### src/hdl/grid_max_path_sum_dp_defines.svh
// ---------------------------------------------------------------------------
// Assertion macros for the grid path-sum block
// Concurrent checks clocked on clock and disabled while reset is high.
// ---------------------------------------------------------------------------
`ifndef GRID_MAX_PATH_SUM_DP_DEFINES_SVH
`define GRID_MAX_PATH_SUM_DP_DEFINES_SVH

// same-cycle implication
`define GMP_ASSERT_NOW(label, ante, cons, msg) \
   label: assert property (@(posedge clock) disable iff (reset) (ante) |-> (cons)) \
      else $error(msg);

// next-cycle implication
`define GMP_ASSERT_NEXT(label, ante, cons, msg) \
   label: assert property (@(posedge clock) disable iff (reset) (ante) |=> (cons)) \
      else $error(msg);

`endif

### src/hdl/gmp_pkg.sv
`timescale 1ns / 1ps
// ---------------------------------------------------------------------------
// gmp_pkg
// Shared constants and types of the grid path-sum block.
// ---------------------------------------------------------------------------
package gmp_pkg;

   // width of the row and column index fields on the result beat
   localparam int IDX_W = 7;

   // width of the grid size register
   localparam int SIZE_W = 8;

   // position flags of one cell, from the sequencer to the datapath
   typedef struct packed {
      logic             first_col;
      logic             has_upper;
      logic             has_lower;
      logic             last_cell;
      logic [IDX_W-1:0] row_idx;
      logic [IDX_W-1:0] col_idx;
   } pos_type;

endpackage

### src/hdl/gmp_ifs.sv
`timescale 1ns / 1ps
// ---------------------------------------------------------------------------
// gmp_req_if / gmp_rsp_if
// Valid/ready channels for cell beats and result beats.
// ---------------------------------------------------------------------------
interface gmp_req_if #(
   parameter int VALUE_BITS = 16
);
   logic                         valid;
   logic                         ready;
   logic signed [VALUE_BITS-1:0] cell_value;

   modport source (output valid, output cell_value, input ready);
   modport sink   (input valid, input cell_value, output ready);
endinterface

interface gmp_rsp_if #(
   parameter int SUM_W = 23
);
   logic                             valid;
   logic                             ready;
   logic signed [SUM_W-1:0]          path_sum;
   logic [gmp_pkg::IDX_W-1:0]        row_index;
   logic [gmp_pkg::IDX_W-1:0]        column_index;
   logic                             last_of_grid;

   modport source (output valid, output path_sum, output row_index,
                   output column_index, output last_of_grid, input ready);
   modport sink   (input valid, input path_sum, input row_index,
                   input column_index, input last_of_grid, output ready);
endinterface

### src/hdl/gmp_column_mem.sv
`timescale 1ns / 1ps
// ---------------------------------------------------------------------------
// gmp_column_mem
// Column sum store: one write port, two read ports, registered read data.
// ---------------------------------------------------------------------------
module gmp_column_mem #(
   parameter int DEPTH = 128,
   parameter int AW    = 7,
   parameter int DW    = 23
) (
   input  logic                 clock,
   input  logic                 rd_en,
   input  logic [AW-1:0]        rd_addr_a,
   input  logic [AW-1:0]        rd_addr_b,
   output logic signed [DW-1:0] rd_data_a_ff,
   output logic signed [DW-1:0] rd_data_b_ff,
   input  logic                 wr_en,
   input  logic [AW-1:0]        wr_addr,
   input  logic signed [DW-1:0] wr_data
);

   logic signed [DW-1:0] mem [DEPTH];

   // write port
   always_ff @(posedge clock) begin
      if (wr_en) begin
         mem[wr_addr] <= wr_data;
      end
   end

   // read ports, old data on a same-cycle write
   always_ff @(posedge clock) begin
      if (rd_en) begin
         rd_data_a_ff <= mem[rd_addr_a];
         rd_data_b_ff <= mem[rd_addr_b];
      end
   end

endmodule

### src/hdl/gmp_sequencer.sv
`timescale 1ns / 1ps
// ---------------------------------------------------------------------------
// gmp_sequencer
// Grid size register and row/column counters; issues read addresses.
// ---------------------------------------------------------------------------
module gmp_sequencer #(
   parameter int MAX_N = 128,
   parameter int CW    = 7,
   parameter int AW    = 7
) (
   input  logic                          clock,
   input  logic                          reset,
   input  logic                          csr_wr_en,
   input  logic [gmp_pkg::SIZE_W-1:0]    csr_wr_data,
   input  logic                          req_accept,
   output logic [AW-1:0]                 addr_a,
   output logic [AW-1:0]                 addr_b,
   output gmp_pkg::pos_type              pos
);

   logic [CW-1:0] row_ff, row_in;
   logic [CW-1:0] col_ff, col_in;
   logic [CW-1:0] last_idx_ff, last_idx_in;
   logic          last_row;
   logic          last_col;
   logic [CW-1:0] row_inc;

   assign last_row = (row_ff == last_idx_ff);
   assign last_col = (col_ff == last_idx_ff);
   assign row_inc  = row_ff + CW'(1);

   // read addresses: this row and the row below
   assign addr_a = row_ff[AW-1:0];
   assign addr_b = AW'(row_inc);

   // position flags for the datapath
   always_comb begin
      pos.first_col = (col_ff == '0);
      pos.has_upper = (row_ff != '0);
      pos.has_lower = !last_row;
      pos.last_cell = last_row && last_col;
      pos.row_idx   = row_ff[gmp_pkg::IDX_W-1:0];
      pos.col_idx   = col_ff[gmp_pkg::IDX_W-1:0];
   end

   // counters and size register
   always_comb begin
      row_in      = row_ff;
      col_in      = col_ff;
      last_idx_in = last_idx_ff;
      if (csr_wr_en) begin
         // zero means one, oversize saturates
         if (csr_wr_data == '0) begin
            last_idx_in = '0;
         end else if (int'(csr_wr_data) > MAX_N) begin
            last_idx_in = CW'(MAX_N - 1);
         end else begin
            last_idx_in = CW'(csr_wr_data - 8'd1);
         end
         row_in = '0;
         col_in = '0;
      end else if (req_accept) begin
         if (!last_row) begin
            row_in = row_inc;
         end else begin
            row_in = '0;
            col_in = last_col ? '0 : col_ff + CW'(1);
         end
      end
   end

   always_ff @(posedge clock) begin
      if (reset) begin
         row_ff      <= '0;
         col_ff      <= '0;
         last_idx_ff <= '0;
      end else begin
         row_ff      <= row_in;
         col_ff      <= col_in;
         last_idx_ff <= last_idx_in;
      end
   end

endmodule

### src/hdl/gmp_datapath.sv
`timescale 1ns / 1ps
`include "grid_max_path_sum_dp_defines.svh"
// ---------------------------------------------------------------------------
// gmp_datapath
// Read-modify-write stage with forwarding, upper-row save and result register.
// ---------------------------------------------------------------------------
module gmp_datapath #(
   parameter int VALUE_BITS = 16,
   parameter int SUM_W      = 23,
   parameter int AW         = 7
) (
   input  logic                          clock,
   input  logic                          reset,
   // cell beats
   input  logic                          req_valid,
   output logic                          req_ready,
   input  logic signed [VALUE_BITS-1:0]  req_cell_value,
   output logic                          req_accept,
   // position of the cell at the head of the request channel
   input  gmp_pkg::pos_type              pos,
   input  logic [AW-1:0]                 addr_a,
   input  logic [AW-1:0]                 addr_b,
   // column store
   input  logic signed [SUM_W-1:0]       rd_data_a,
   input  logic signed [SUM_W-1:0]       rd_data_b,
   output logic                          wr_en,
   output logic [AW-1:0]                 wr_addr,
   output logic signed [SUM_W-1:0]       wr_data,
   // result beats
   output logic                          rsp_valid,
   input  logic                          rsp_ready,
   output logic signed [SUM_W-1:0]       rsp_path_sum,
   output logic [gmp_pkg::IDX_W-1:0]     rsp_row_index,
   output logic [gmp_pkg::IDX_W-1:0]     rsp_column_index,
   output logic                          rsp_last_of_grid
);

   // stage 1: cell waiting on its memory read
   logic                          s1_valid_ff, s1_valid_in;
   gmp_pkg::pos_type              s1_pos_ff;
   logic signed [VALUE_BITS-1:0]  s1_cell_ff;
   logic [AW-1:0]                 s1_addr_a_ff;
   logic [AW-1:0]                 s1_addr_b_ff;
   logic                          s1_adv;

   // write that landed on the same edge as the read
   logic                          fwd_valid_ff, fwd_valid_in;
   logic [AW-1:0]                 fwd_addr_ff;
   logic signed [SUM_W-1:0]       fwd_data_ff;

   // previous-column sum of the row above
   logic signed [SUM_W-1:0]       saved_ff, saved_in;

   // result register
   logic                          rsp_valid_ff, rsp_valid_in;
   logic signed [SUM_W-1:0]       rsp_sum_ff;
   logic [gmp_pkg::IDX_W-1:0]     rsp_row_ff;
   logic [gmp_pkg::IDX_W-1:0]     rsp_col_ff;
   logic                          rsp_last_ff;

   logic signed [SUM_W-1:0]       left_sum;
   logic signed [SUM_W-1:0]       lower_sum;
   logic signed [SUM_W-1:0]       best_sum;
   logic signed [SUM_W-1:0]       cell_ext;
   logic signed [SUM_W-1:0]       new_sum;

   // handshake
   assign s1_adv     = s1_valid_ff && (!rsp_valid_ff || rsp_ready);
   assign req_ready  = !s1_valid_ff || s1_adv;
   assign req_accept = req_valid && req_ready;

   // predecessor select and add
   always_comb begin
      left_sum  = (fwd_valid_ff && (fwd_addr_ff == s1_addr_a_ff)) ? fwd_data_ff : rd_data_a;
      lower_sum = (fwd_valid_ff && (fwd_addr_ff == s1_addr_b_ff)) ? fwd_data_ff : rd_data_b;
      best_sum  = left_sum;
      if (s1_pos_ff.has_upper && (saved_ff > best_sum)) begin
         best_sum = saved_ff;
      end
      if (s1_pos_ff.has_lower && (lower_sum > best_sum)) begin
         best_sum = lower_sum;
      end
      cell_ext = SUM_W'(s1_cell_ff);
      new_sum  = s1_pos_ff.first_col ? cell_ext : best_sum + cell_ext;
   end

   // write back in place
   assign wr_en   = s1_adv;
   assign wr_addr = s1_addr_a_ff;
   assign wr_data = new_sum;

   // control next state
   always_comb begin
      s1_valid_in  = req_accept || (s1_valid_ff && !s1_adv);
      fwd_valid_in = req_accept ? wr_en : fwd_valid_ff;
      saved_in     = s1_adv ? left_sum : saved_ff;
      rsp_valid_in = s1_adv || (rsp_valid_ff && !rsp_ready);
   end

   always_ff @(posedge clock) begin
      if (reset) begin
         s1_valid_ff  <= 1'b0;
         fwd_valid_ff <= 1'b0;
         saved_ff     <= '0;
         rsp_valid_ff <= 1'b0;
      end else begin
         s1_valid_ff  <= s1_valid_in;
         fwd_valid_ff <= fwd_valid_in;
         saved_ff     <= saved_in;
         rsp_valid_ff <= rsp_valid_in;
      end
   end

   // payload registers
   always_ff @(posedge clock) begin
      if (req_accept) begin
         s1_pos_ff    <= pos;
         s1_cell_ff   <= req_cell_value;
         s1_addr_a_ff <= addr_a;
         s1_addr_b_ff <= addr_b;
         fwd_addr_ff  <= wr_addr;
         fwd_data_ff  <= wr_data;
      end
      if (s1_adv) begin
         rsp_sum_ff  <= new_sum;
         rsp_row_ff  <= s1_pos_ff.row_idx;
         rsp_col_ff  <= s1_pos_ff.col_idx;
         rsp_last_ff <= s1_pos_ff.last_cell;
      end
   end

   assign rsp_valid        = rsp_valid_ff;
   assign rsp_path_sum     = rsp_sum_ff;
   assign rsp_row_index    = rsp_row_ff;
   assign rsp_column_index = rsp_col_ff;
   assign rsp_last_of_grid = rsp_last_ff;

   // checks
   `GMP_ASSERT_NEXT(a_s1_hold, s1_valid_ff && !s1_adv,
      s1_valid_ff && $stable(s1_addr_a_ff), "stalled stage 1 lost its cell")
   `GMP_ASSERT_NEXT(a_rsp_load, s1_adv, rsp_valid_ff && (rsp_sum_ff == $past(new_sum)),
      "result register missed an advancing cell")
   `GMP_ASSERT_NEXT(a_fwd_capture, req_accept && wr_en,
      fwd_valid_ff && (fwd_addr_ff == $past(s1_addr_a_ff)),
      "same-edge write not captured for forwarding")

endmodule

### src/hdl/grid_max_path_sum_dp.sv
`timescale 1ns / 1ps
// Usage:
//   req_bus carries one grid cell per beat (cell_value), column by column,
//   top row first. rsp_bus returns one beat per cell: the best path sum that
//   ends in that cell, its row and column, and last_of_grid on the final cell.
//   csr_wr_en / csr_wr_data write the grid size (0 acts as 1, sizes above
//   MAX_N saturate); a write also restarts at row 0, column 0. Write it only
//   while the block is idle.
//   A cell goes through the read stage and the result register to rsp_bus.
//   Throughput: one cell per cycle while rsp_bus does not stall, set by the
//   column store, which does one read of two rows and one write per cycle;
//   a write landing on the same edge as a read is forwarded from a register.
//   Reset (synchronous, active high) empties the pipeline, sets the grid size
//   to 1 and the position to row 0, column 0. The column store needs no
//   clearing pass: every read after column 0 hits a row the previous column
//   wrote.
//   When rsp_bus stalls, the result register holds its beat and the read
//   stage keeps one more cell; once both are full, req_bus.ready is low in
//   the same cycle as rsp_bus.ready.
// ---------------------------------------------------------------------------
// grid_max_path_sum_dp
// Maximum-sum left-to-right path over a square grid, one cell per beat.
// ---------------------------------------------------------------------------
module grid_max_path_sum_dp #(
   parameter int MAX_N      = 128,
   parameter int VALUE_BITS = 16
) (
   input  logic                        clock,
   input  logic                        reset,
   gmp_req_if.sink                     req_bus,
   gmp_rsp_if.source                   rsp_bus,
   input  logic                        csr_wr_en,
   input  logic [gmp_pkg::SIZE_W-1:0]  csr_wr_data
);

   localparam int LOG_N = $clog2(MAX_N);
   localparam int AW    = (LOG_N > 0) ? LOG_N : 1;
   localparam int CW    = (LOG_N > gmp_pkg::IDX_W) ? LOG_N : gmp_pkg::IDX_W;
   localparam int SUM_W = VALUE_BITS + LOG_N;

   logic                    req_accept;
   logic [AW-1:0]           addr_a;
   logic [AW-1:0]           addr_b;
   gmp_pkg::pos_type        pos;
   logic signed [SUM_W-1:0] rd_data_a;
   logic signed [SUM_W-1:0] rd_data_b;
   logic                    wr_en;
   logic [AW-1:0]           wr_addr;
   logic signed [SUM_W-1:0] wr_data;

   // position counters and size register
   gmp_sequencer #(
      .MAX_N (MAX_N),
      .CW    (CW),
      .AW    (AW)
   ) u_seq (
      .clock       (clock),
      .reset       (reset),
      .csr_wr_en   (csr_wr_en),
      .csr_wr_data (csr_wr_data),
      .req_accept  (req_accept),
      .addr_a      (addr_a),
      .addr_b      (addr_b),
      .pos         (pos)
   );

   // column sum store
   gmp_column_mem #(
      .DEPTH (MAX_N),
      .AW    (AW),
      .DW    (SUM_W)
   ) u_mem (
      .clock        (clock),
      .rd_en        (req_accept),
      .rd_addr_a    (addr_a),
      .rd_addr_b    (addr_b),
      .rd_data_a_ff (rd_data_a),
      .rd_data_b_ff (rd_data_b),
      .wr_en        (wr_en),
      .wr_addr      (wr_addr),
      .wr_data      (wr_data)
   );

   // update and result stage
   gmp_datapath #(
      .VALUE_BITS (VALUE_BITS),
      .SUM_W      (SUM_W),
      .AW         (AW)
   ) u_dp (
      .clock            (clock),
      .reset            (reset),
      .req_valid        (req_bus.valid),
      .req_ready        (req_bus.ready),
      .req_cell_value   (req_bus.cell_value),
      .req_accept       (req_accept),
      .pos              (pos),
      .addr_a           (addr_a),
      .addr_b           (addr_b),
      .rd_data_a        (rd_data_a),
      .rd_data_b        (rd_data_b),
      .wr_en            (wr_en),
      .wr_addr          (wr_addr),
      .wr_data          (wr_data),
      .rsp_valid        (rsp_bus.valid),
      .rsp_ready        (rsp_bus.ready),
      .rsp_path_sum     (rsp_bus.path_sum),
      .rsp_row_index    (rsp_bus.row_index),
      .rsp_column_index (rsp_bus.column_index),
      .rsp_last_of_grid (rsp_bus.last_of_grid)
   );

endmodule
### src/flat_wrapper.sv
// flat-port wrapper written by rule: the top's interface ports become plain ports
module grid_max_path_sum_dp_flat 
#(
   parameter int MAX_N      = 128,
   parameter int VALUE_BITS = 16
)
  (clock, reset, csr_wr_en, csr_wr_data, req_bus_valid, req_bus_cell_value, req_bus_ready, rsp_bus_valid, rsp_bus_path_sum, rsp_bus_row_index, rsp_bus_column_index, rsp_bus_last_of_grid, rsp_bus_ready);
  gmp_req_if #(.VALUE_BITS(VALUE_BITS)) req_bus_i ();
  gmp_rsp_if rsp_bus_i ();
  input  logic clock;
  input  logic reset;
  input  logic csr_wr_en;
  input  logic [gmp_pkg::SIZE_W-1:0] csr_wr_data;
  input wire logic [$bits(req_bus_i.valid)-1:0] req_bus_valid;
  input wire logic [$bits(req_bus_i.cell_value)-1:0] req_bus_cell_value;
  output wire logic [$bits(req_bus_i.ready)-1:0] req_bus_ready;
  output wire logic [$bits(rsp_bus_i.valid)-1:0] rsp_bus_valid;
  output wire logic [$bits(rsp_bus_i.path_sum)-1:0] rsp_bus_path_sum;
  output wire logic [$bits(rsp_bus_i.row_index)-1:0] rsp_bus_row_index;
  output wire logic [$bits(rsp_bus_i.column_index)-1:0] rsp_bus_column_index;
  output wire logic [$bits(rsp_bus_i.last_of_grid)-1:0] rsp_bus_last_of_grid;
  input wire logic [$bits(rsp_bus_i.ready)-1:0] rsp_bus_ready;
  assign req_bus_i.valid = req_bus_valid;
  assign req_bus_i.cell_value = req_bus_cell_value;
  assign req_bus_ready = req_bus_i.ready;
  assign rsp_bus_valid = rsp_bus_i.valid;
  assign rsp_bus_path_sum = rsp_bus_i.path_sum;
  assign rsp_bus_row_index = rsp_bus_i.row_index;
  assign rsp_bus_column_index = rsp_bus_i.column_index;
  assign rsp_bus_last_of_grid = rsp_bus_i.last_of_grid;
  assign rsp_bus_i.ready = rsp_bus_ready;
  grid_max_path_sum_dp #(.MAX_N(MAX_N), .VALUE_BITS(VALUE_BITS)) u_core (.clock(clock), .reset(reset), .req_bus(req_bus_i), .rsp_bus(rsp_bus_i), .csr_wr_en(csr_wr_en), .csr_wr_data(csr_wr_data));
endmodule
### config.mk
export PLATFORM = sky130hd
export DESIGN_NAME = grid_max_path_sum_dp_flat
export DESIGN_NICKNAME = d
export VERILOG_FILES = /design/src/hdl/gmp_pkg.sv /design/src/hdl/gmp_ifs.sv /design/src/hdl/gmp_column_mem.sv /design/src/hdl/gmp_sequencer.sv /design/src/hdl/gmp_datapath.sv /design/src/hdl/grid_max_path_sum_dp.sv /design/src/flat_wrapper.sv
export VERILOG_INCLUDE_DIRS = /design/src /design/src/hdl
export SDC_FILE = /design/constraint.sdc
export NUM_CORES = 2
export LEC_CHECK = 0
export BUFFER_PORTS_ARGS = -buffer_cell sky130_fd_sc_hd__buf_2
export CAP_MARGIN = 30
export CORE_ASPECT_RATIO = 1.2
export CORE_MARGIN = 2
export CORE_UTILIZATION = 41
export CTS_CLUSTER_DIAMETER = 40
export DETAILED_ROUTE_END_ITERATION = 10
export GPL_ROUTABILITY_DRIVEN = 0
export PLACE_DENSITY = 0.59
export SYNTH_ARGS = -nofsm -noshare
export SYNTH_HDL_FRONTEND = slang
export SYNTH_SLANG_ARGS = --single-unit
### constraint.sdc
create_clock -name clock -period 13.8 [get_ports clock]
set_input_delay 1.38 -clock clock [delete_from_list [all_inputs] [get_ports clock]]
set_output_delay 1.38 -clock clock [all_outputs]
set_load 0.02 [all_outputs]
After elaboration in Yosys (flattened, before gate mapping)
Memories as Yosys holds them, arrays and structs flattened. A register that Yosys moved wholly into a read port is not among the register bits.
Cells that the tools add are included.
- add/subtract/negate cells: 4
- multipliers: 0
- divide/modulo/power cells: 0
- $lt $le $gt $ge: 3
- eq/ne operators: 4
- shift operators: 0
- muxes and demuxes: 11
- bitwise gates (word level): 0
- reductions and logical operators: 23
- operators with widths (kind ; count):
    23-bit two-way mux ; 5
    23-bit greater-than comparator ; 2
    7-bit == test ; 4
    7-bit two-way mux ; 4
    23-bit by 16-bit adder with 23-bit output ; 1
    7-bit by 1-bit adder with 7-bit output (second input constant) ; 2
    1-bit logical AND ; 9
    8-bit greater-than comparator (second input constant) ; 1
    8-bit logical NOT ; 1
    7-bit logical NOT ; 1
    7-bit nonzero test ; 1
    7-bit by 1-bit subtractor with 7-bit output (second input constant) ; 1
    1-bit logical NOT ; 5
    1-bit logical OR ; 4
    1-bit two-way mux ; 2
    2-bit AND reduction ; 1
    2-bit OR reduction ; 1
- register bits: 156
- latch bits: 0
- RAM bits: 2944
- memory bits (read-only): 0
- input port bits: 29
- output and inout bits: 40
- word-level logic and storage cells: 67
- memories: 1
- memory list (memory ; words ; bits a word ; read ports ; clocked after Yosys merged registers in ; write ports ; RTL line ; text):
    u_core.u_mem.mem ; 128 ; 23 ; 2 ; 2 ; 1 ; gmp_column_mem.sv:22 ; logic signed [DW-1:0] mem [DEPTH];

Longest topological paths before layout
- depth in word-level cells: 11
- gate-level depth with buffers: 39
- mapped depth without buffers: 35

Hierarchy
From an unflattened synthesis, not the netlist that was laid out.
- cell total of the unflattened synthesis: 6459
- area, all modules: 145879.9 um2
- modules (own cells, without submodules) (module ; times used ; cells an instance ; area each (um2)):
    gmp_column_mem ; 1 ; 5585 ; 136458.4
    gmp_datapath ; 1 ; 698 ; 7942.6
    gmp_sequencer ; 1 ; 176 ; 1478.9

Least setup slack after synthesis
No wires, ideal clock.
- kind: flip-flop to flip-flop
- start: reg u_core.u_dp.s1_addr_a_ff[5], in the netlist u_core.u_dp.wr_addr[5]
- end: reg u_core.u_dp.fwd_data_ff[20] (data pin)
- setup time: 1.212 ns
- data arrival time: 12.740 ns
- slack: -0.152 ns
- cell stages (with the launch flop): 38
- clock period less this slack: 13.952 ns
- path through: edfxtp_1 > buf_4 > xnor2_2 > nand4_2 > nor2_2 > buf_1 > mux2i_1 > ha_1 > a21o_1 > a21o_1 > a21o_1 > a311oi_1 > o32ai_1 > a221oi_2 > or2_1 > buf_2 > buf_4 > nand2_1 > [... 2 more ...] > and4_1 > a221o_1 > a211o_1 > a21o_1 > a211oi_2 > clkbuf_1 > o21ai_1 > fa_1 > a21o_1 > a21oi_1 > nand2b_1 > a21boi_0 > o41ai_2 > o21a_1 > nor2_1 > nor3_1 > xor2_1 > o21ai_0
- word-level cells in the longest chain between the ends: 11
- ends and longest elaborated chain (what ; RTL line ; text):
    from (decl) ; gmp_datapath.sv:42 ; logic [AW-1:0] s1_addr_a_ff;
    from (signal assigned) ; gmp_datapath.sv:119 ; s1_addr_a_ff <= addr_a;
    7-bit == test (*) ; gmp_datapath.sv:74 ; left_sum = (fwd_valid_ff && (fwd_addr_ff == s1_addr_a_ff)) ? fwd_data_ff : rd_data_a;
    1-bit logical AND (*) ; gmp_datapath.sv:74 ;
    23-bit two-way mux (*) ; gmp_datapath.sv:74 ;
    23-bit greater-than comparator ; gmp_datapath.sv:77 ; if (s1_pos_ff.has_upper && (saved_ff > best_sum)) begin
    1-bit logical AND ; gmp_datapath.sv:77 ;
    23-bit two-way mux (*) ; gmp_datapath.sv:77 ;
    23-bit greater-than comparator ; gmp_datapath.sv:80 ; if (s1_pos_ff.has_lower && (lower_sum > best_sum)) begin
    1-bit logical AND ; gmp_datapath.sv:80 ;
    23-bit two-way mux (*) ; gmp_datapath.sv:80 ;
    23-bit by 16-bit adder with 23-bit output (*) ; gmp_datapath.sv:84 ; new_sum = s1_pos_ff.first_col ? cell_ext : best_sum + cell_ext;
    23-bit two-way mux (*) ; gmp_datapath.sv:84 ;
    net u_core.u_dp.wr_data[20] ; gmp_datapath.sv:28 ; output logic signed [SUM_W-1:0] wr_data,
    to (signal assigned) ; gmp_datapath.sv:122 ; fwd_data_ff <= wr_data;
    to (decl) ; gmp_datapath.sv:49 ; logic signed [SUM_W-1:0] fwd_data_ff;
Mark *: on every way through the listed nets, which the timed path passes. The rest lies on a longest branch.
A chain may end at the register's enable or synchronous reset.

Final worst setup path
- start: reg u_core.u_dp.s1_addr_a_ff[2], in the netlist u_core.u_dp.wr_addr[2]
- end: mem u_core.u_mem.mem[8][13] (data pin)
- word-level cells in the longest chain between the ends: 11
- ends and longest elaborated chain (what ; RTL line):
    7-bit == test (*) ; gmp_datapath.sv:74
    1-bit logical AND (*) ; gmp_datapath.sv:74
    23-bit two-way mux (*) ; gmp_datapath.sv:74
    23-bit greater-than comparator ; gmp_datapath.sv:77
    1-bit logical AND ; gmp_datapath.sv:77
    23-bit two-way mux (*) ; gmp_datapath.sv:77
    23-bit greater-than comparator ; gmp_datapath.sv:80
    1-bit logical AND ; gmp_datapath.sv:80
    23-bit two-way mux (*) ; gmp_datapath.sv:80
    23-bit by 16-bit adder with 23-bit output (*) ; gmp_datapath.sv:84
    23-bit two-way mux (*) ; gmp_datapath.sv:84
    net u_core.u_dp.wr_data[13] ; gmp_datapath.sv:28
    to (decl) ; gmp_column_mem.sv:22
Marked as above.

==> impl_results.md <==
* Outcome: complete, no violations
* Syn. warnings at 0
* Startpoint types: register
* CP peak stage delay at approximately 0.84 ns
* Crit-path max FO at 97
* WHS Path Cells at 0
* Clock sinks at 3146
* Synth cell types at 74
* Pint at 17700 µW
* Net Count, Synth at ~7000
* Synthesized flop and latch total at ~3100
* I/O Buffers at approximately 70
* DR vias at 83300
* Worst-Skew Late Latency at 0.95 ns
* Cell area after layout at ~0.17 mm²
* Max Clk Rate at 0.0879 GHz
* Clk network pwr share at 0.467
* Initial Utilization at 0.412
* Gate power share at 0.068
* Worst Setup End Kind: register
* Die ar. at about 0.36 mm²
* Fillers at 28500
* CTS tree: built
* Initial antenna violation count at 25
* Initial DRC Count at 12100
* Clock Tree Root: clkbuf_16
* I/O pins at 69
* Setup CP Type: reg2reg
* Final worst path period share at 0.824
* Final Hold Vio Count at 0
* Syn_area_per_cell at ~21 µm²
* CTS H-tree lvls at 5
* Leakage at about 0.050 µW
* Worst vdd ir at 98.8 µV
* Primary FF master, synth: edfxtp_1
* Largest net degree at the start of global routing at about 130
* Mapped Cells at 6876
* Top cell type's share of synthesized area at 0.638
* Worst Hold Path EP: u_core.u_dp.rsp_column_index[6]
* Cts repair resizes at 0
* Fin nets at about 7200
* Num CTS Buffers at 406
* Clock Skews at between 0.07 and 0.08 ns
* Die width at between 500 and 600 µm
* Arr. time, crit path at between 10 and 15 ns
* Final HPWL DP at 297000 µm
* Pwr/cell area at about 140 mW/mm²
* Post-cts hold buffer count at 0
* WP data required at 14.38 ns
* Setup TNS at 0 ns
* Critical R2R Launch: u_core.u_dp.wr_addr[2]
* DRC viols at 0
* Switching share of power at 0.235
* First-pass GRT wire length at slightly below 700000 µm
* Hold Crit Class: reg2reg
* CTS clk-pin slew, worst paths at 0.06 ns
* Vias in the first global route at between 80000 and 90000
* Initial DRT Pass Iterations at 8
* Vias/cell at about 6.8
* EDFF count, synth at 3099
* Register area share after synthesis at 0.644
* Standard-cell rows at 239
* Seq pwr share at 0.465
* DRT antenna net count at 0
* R2R cell count at 32
* Count leader, synth: edfxtp_1
* Die Y at ~660 µm
* Rel. slew slack at 0.235
* Synthesized area at 0.146 mm²
* Post-synth top cells: edfxtp_1 (3099), mux4_2 (1821), nand2_1 (316)
* Synth area leader: edfxtp_1
* Crit path time final at between 10 and 15 ns
* Total power at 23100 µW
* Final Max Slew Viols at 0
* Critical R2R Capture: u_core.u_mem.mem[8][13]
* R2R Setup Slk at around 2.4 ns
* Bufs and invs on worst path at 3
* Sw Pwr at about 5400 µW
* Core area at around 0.35 mm²
* Hold_sp: u_core.u_dp.s1_pos_ff[6]
* Dpl cell area at around 0.15 mm²
* Post-synth ARST share at 0
* WHS at roughly 0.42 ns
* Gr ovfl total at 0
* Maxcap violations at 0
* Worst-margin pin slew at between 1 and 1.5 ns
* Final setup fails at 0
* Clock Tree Buf Depth at 4
* Area Growth Syn to Fin at 15.0%
* Worst path slowest cell: buf_4
* Post-CTS Setup Inserts at 0
* Share of layout cells above drive strength 1 at 0.414
* Drt total wl at 501000 µm
* DR WL/cell at 41.1 µm
* GRT Resource Usage Total at 0.275
* Largest cells by area after synthesis: edfxtp_1 (64%), mux4_2 (28%), nand2_1 (0.81%), mux2i_1 (0.75%), dfxtp_1 (0.64%)
* RSZ-0062 raised after global routing: false
* Crit-path leading delay family: compound AO/OA/AOI/OAI gates
[worst max path at each step]
stage	from	endpoint	slack [ns]	cells past startpoint
4_1_cts	u_core.u_dp.wr_addr[2]	u_core.u_mem.mem[8][13]	2.66	32
5_1_grt	u_core.u_dp.wr_addr[2]	u_core.u_mem.mem[9][13]	1.79	34
6_report	u_core.u_dp.wr_addr[2]	u_core.u_mem.mem[8][13]	2.43	32
3_5_place_dp	u_core.u_dp.wr_addr[2]	u_core.u_mem.mem[10][13]	2.70	32
2_1_floorplan	u_core.u_dp.wr_addr[5]	u_core.u_dp.fwd_data_ff[21]	0.02	38
3_3_place_gp	u_core.u_dp.wr_addr[2]	u_core.u_mem.mem[11][13]	2.92	32
[sequential cells by signal, indices dropped and copies added, names as in the netlist, 7 cells and up]
signal                        flops
u_core.u_dp.rsp_path_sum         23
u_core.u_dp.wr_addr               7
u_core.u_seq.last_idx_ff          7
u_core.u_mem.rd_data_b_ff        23
u_core.u_mem.rd_data_a_ff        23
u_core.u_dp.s1_pos_ff            11
u_core.u_dp.rsp_row_index         7
u_core.u_dp.rsp_column_index      7
u_core.u_seq.col_ff               7
u_core.u_dp.saved_ff             23
u_core.u_dp.s1_cell_ff           16
u_core.u_dp.fwd_data_ff          23
u_core.u_mem.mem               2944
u_core.u_dp.fwd_addr_ff           7
u_core.u_dp.s1_addr_b_ff          7
u_core.u_seq.addr_a               7
[layout make-up]
cell class                      count  area [µm²]  area share
Multi-Input combinational cell   3184       50700       0.302
Tap cell                         4699        5880      0.0350
Clock buffer                      448       10500      0.0628
Inverter                           21        87.6    0.000522
Sequential cell                  3146       94000       0.560
Clock inverter                    300        3290      0.0196
Antenna cell                       10        25.0    0.000149
Timing Repair Buffer              387        3240      0.0193
[power by group through the flow]
stage	logic, µW	registers, µW	clock network (µW)
2_1_floorplan	1000	11000	0
3_3_place_gp	1520	10900	0
3_5_place_dp	1550	10900	0
4_1_cts	1550	10700	10900
5_1_grt	1660	10700	11300
6_report	1580	10800	10800
[logic make-up after synthesis]
| kind of cell | synth area share |
|---|---|
| buffers and inverters | 0.0167 |
| AO/OA/AOI/OAI | 0.0148 |
| adder cells (fa/ha/maj) | 0.00631 |
| multiplexers | 0.291 |
| XOR/XNOR | 0.00399 |
| AND/OR/NAND/NOR | 0.0229 |
| flip-flops | 0.644 |
[worst reg2reg max path: cells and delay by family (launching register included)]
kind	cells	cell delay [ns]
AND/OR/NAND/NOR	8	2.21
buffers and inverters	3	1.64
adder cells (fa/ha/maj)	3	0.93
AO/OA/AOI/OAI	15	4.59
multiplexers	1	0.38
XOR/XNOR	2	0.51
flip-flops	1	0.62
[through the flow]
| stage | worst slack (ns) | utilization | cells |
|---|---|---|---|
| 4_1_cts | 2.66 | 0.474 | 12200 |
| 3_3_place_gp | 2.92 | 0.434 | 11400 |
| 2_1_floorplan | 0.0228 | - | 6876 |
| 3_5_place_dp | 2.70 | 0.435 | 11400 |
| 6_report | 2.43 | 0.474 | 12200 |
| 5_1_grt | 1.79 | 0.474 | 12200 |
[cell usage in the layout (no fill, tap or decap), types with 42 or more instances in the layout]
cell,synthesis,layout
mux4_2,1821,1821
edfxtp_1,3099,3099
mux2i_1,109,109
bufinv_16,0,42
nand2_1,316,316
inv_6,0,52
o21ai_1,49,49
clkinvlp_4,0,45
buf_4,34,287
clkinv_2,0,48
nand3_1,141,140
clkbuf_16,0,415
clkinv_1,0,45
buf_2,177,68
a21oi_1,59,59
nor2_1,192,65
ha_1,72,71
nor2_4,0,126
[routing by layer]
metal  routed length, µm  up-vias  part of all wire  global-route usage
met4               29800       12             0.059               0.138
met2              236000     5737              0.47               0.430
met1              182000    45700              0.36               0.363
met3               53300     1058              0.11              0.0649
li1                    -    30800                 -                   -
met5                  79        -           0.00016                   0
Power figures use the tool's default switching activity.
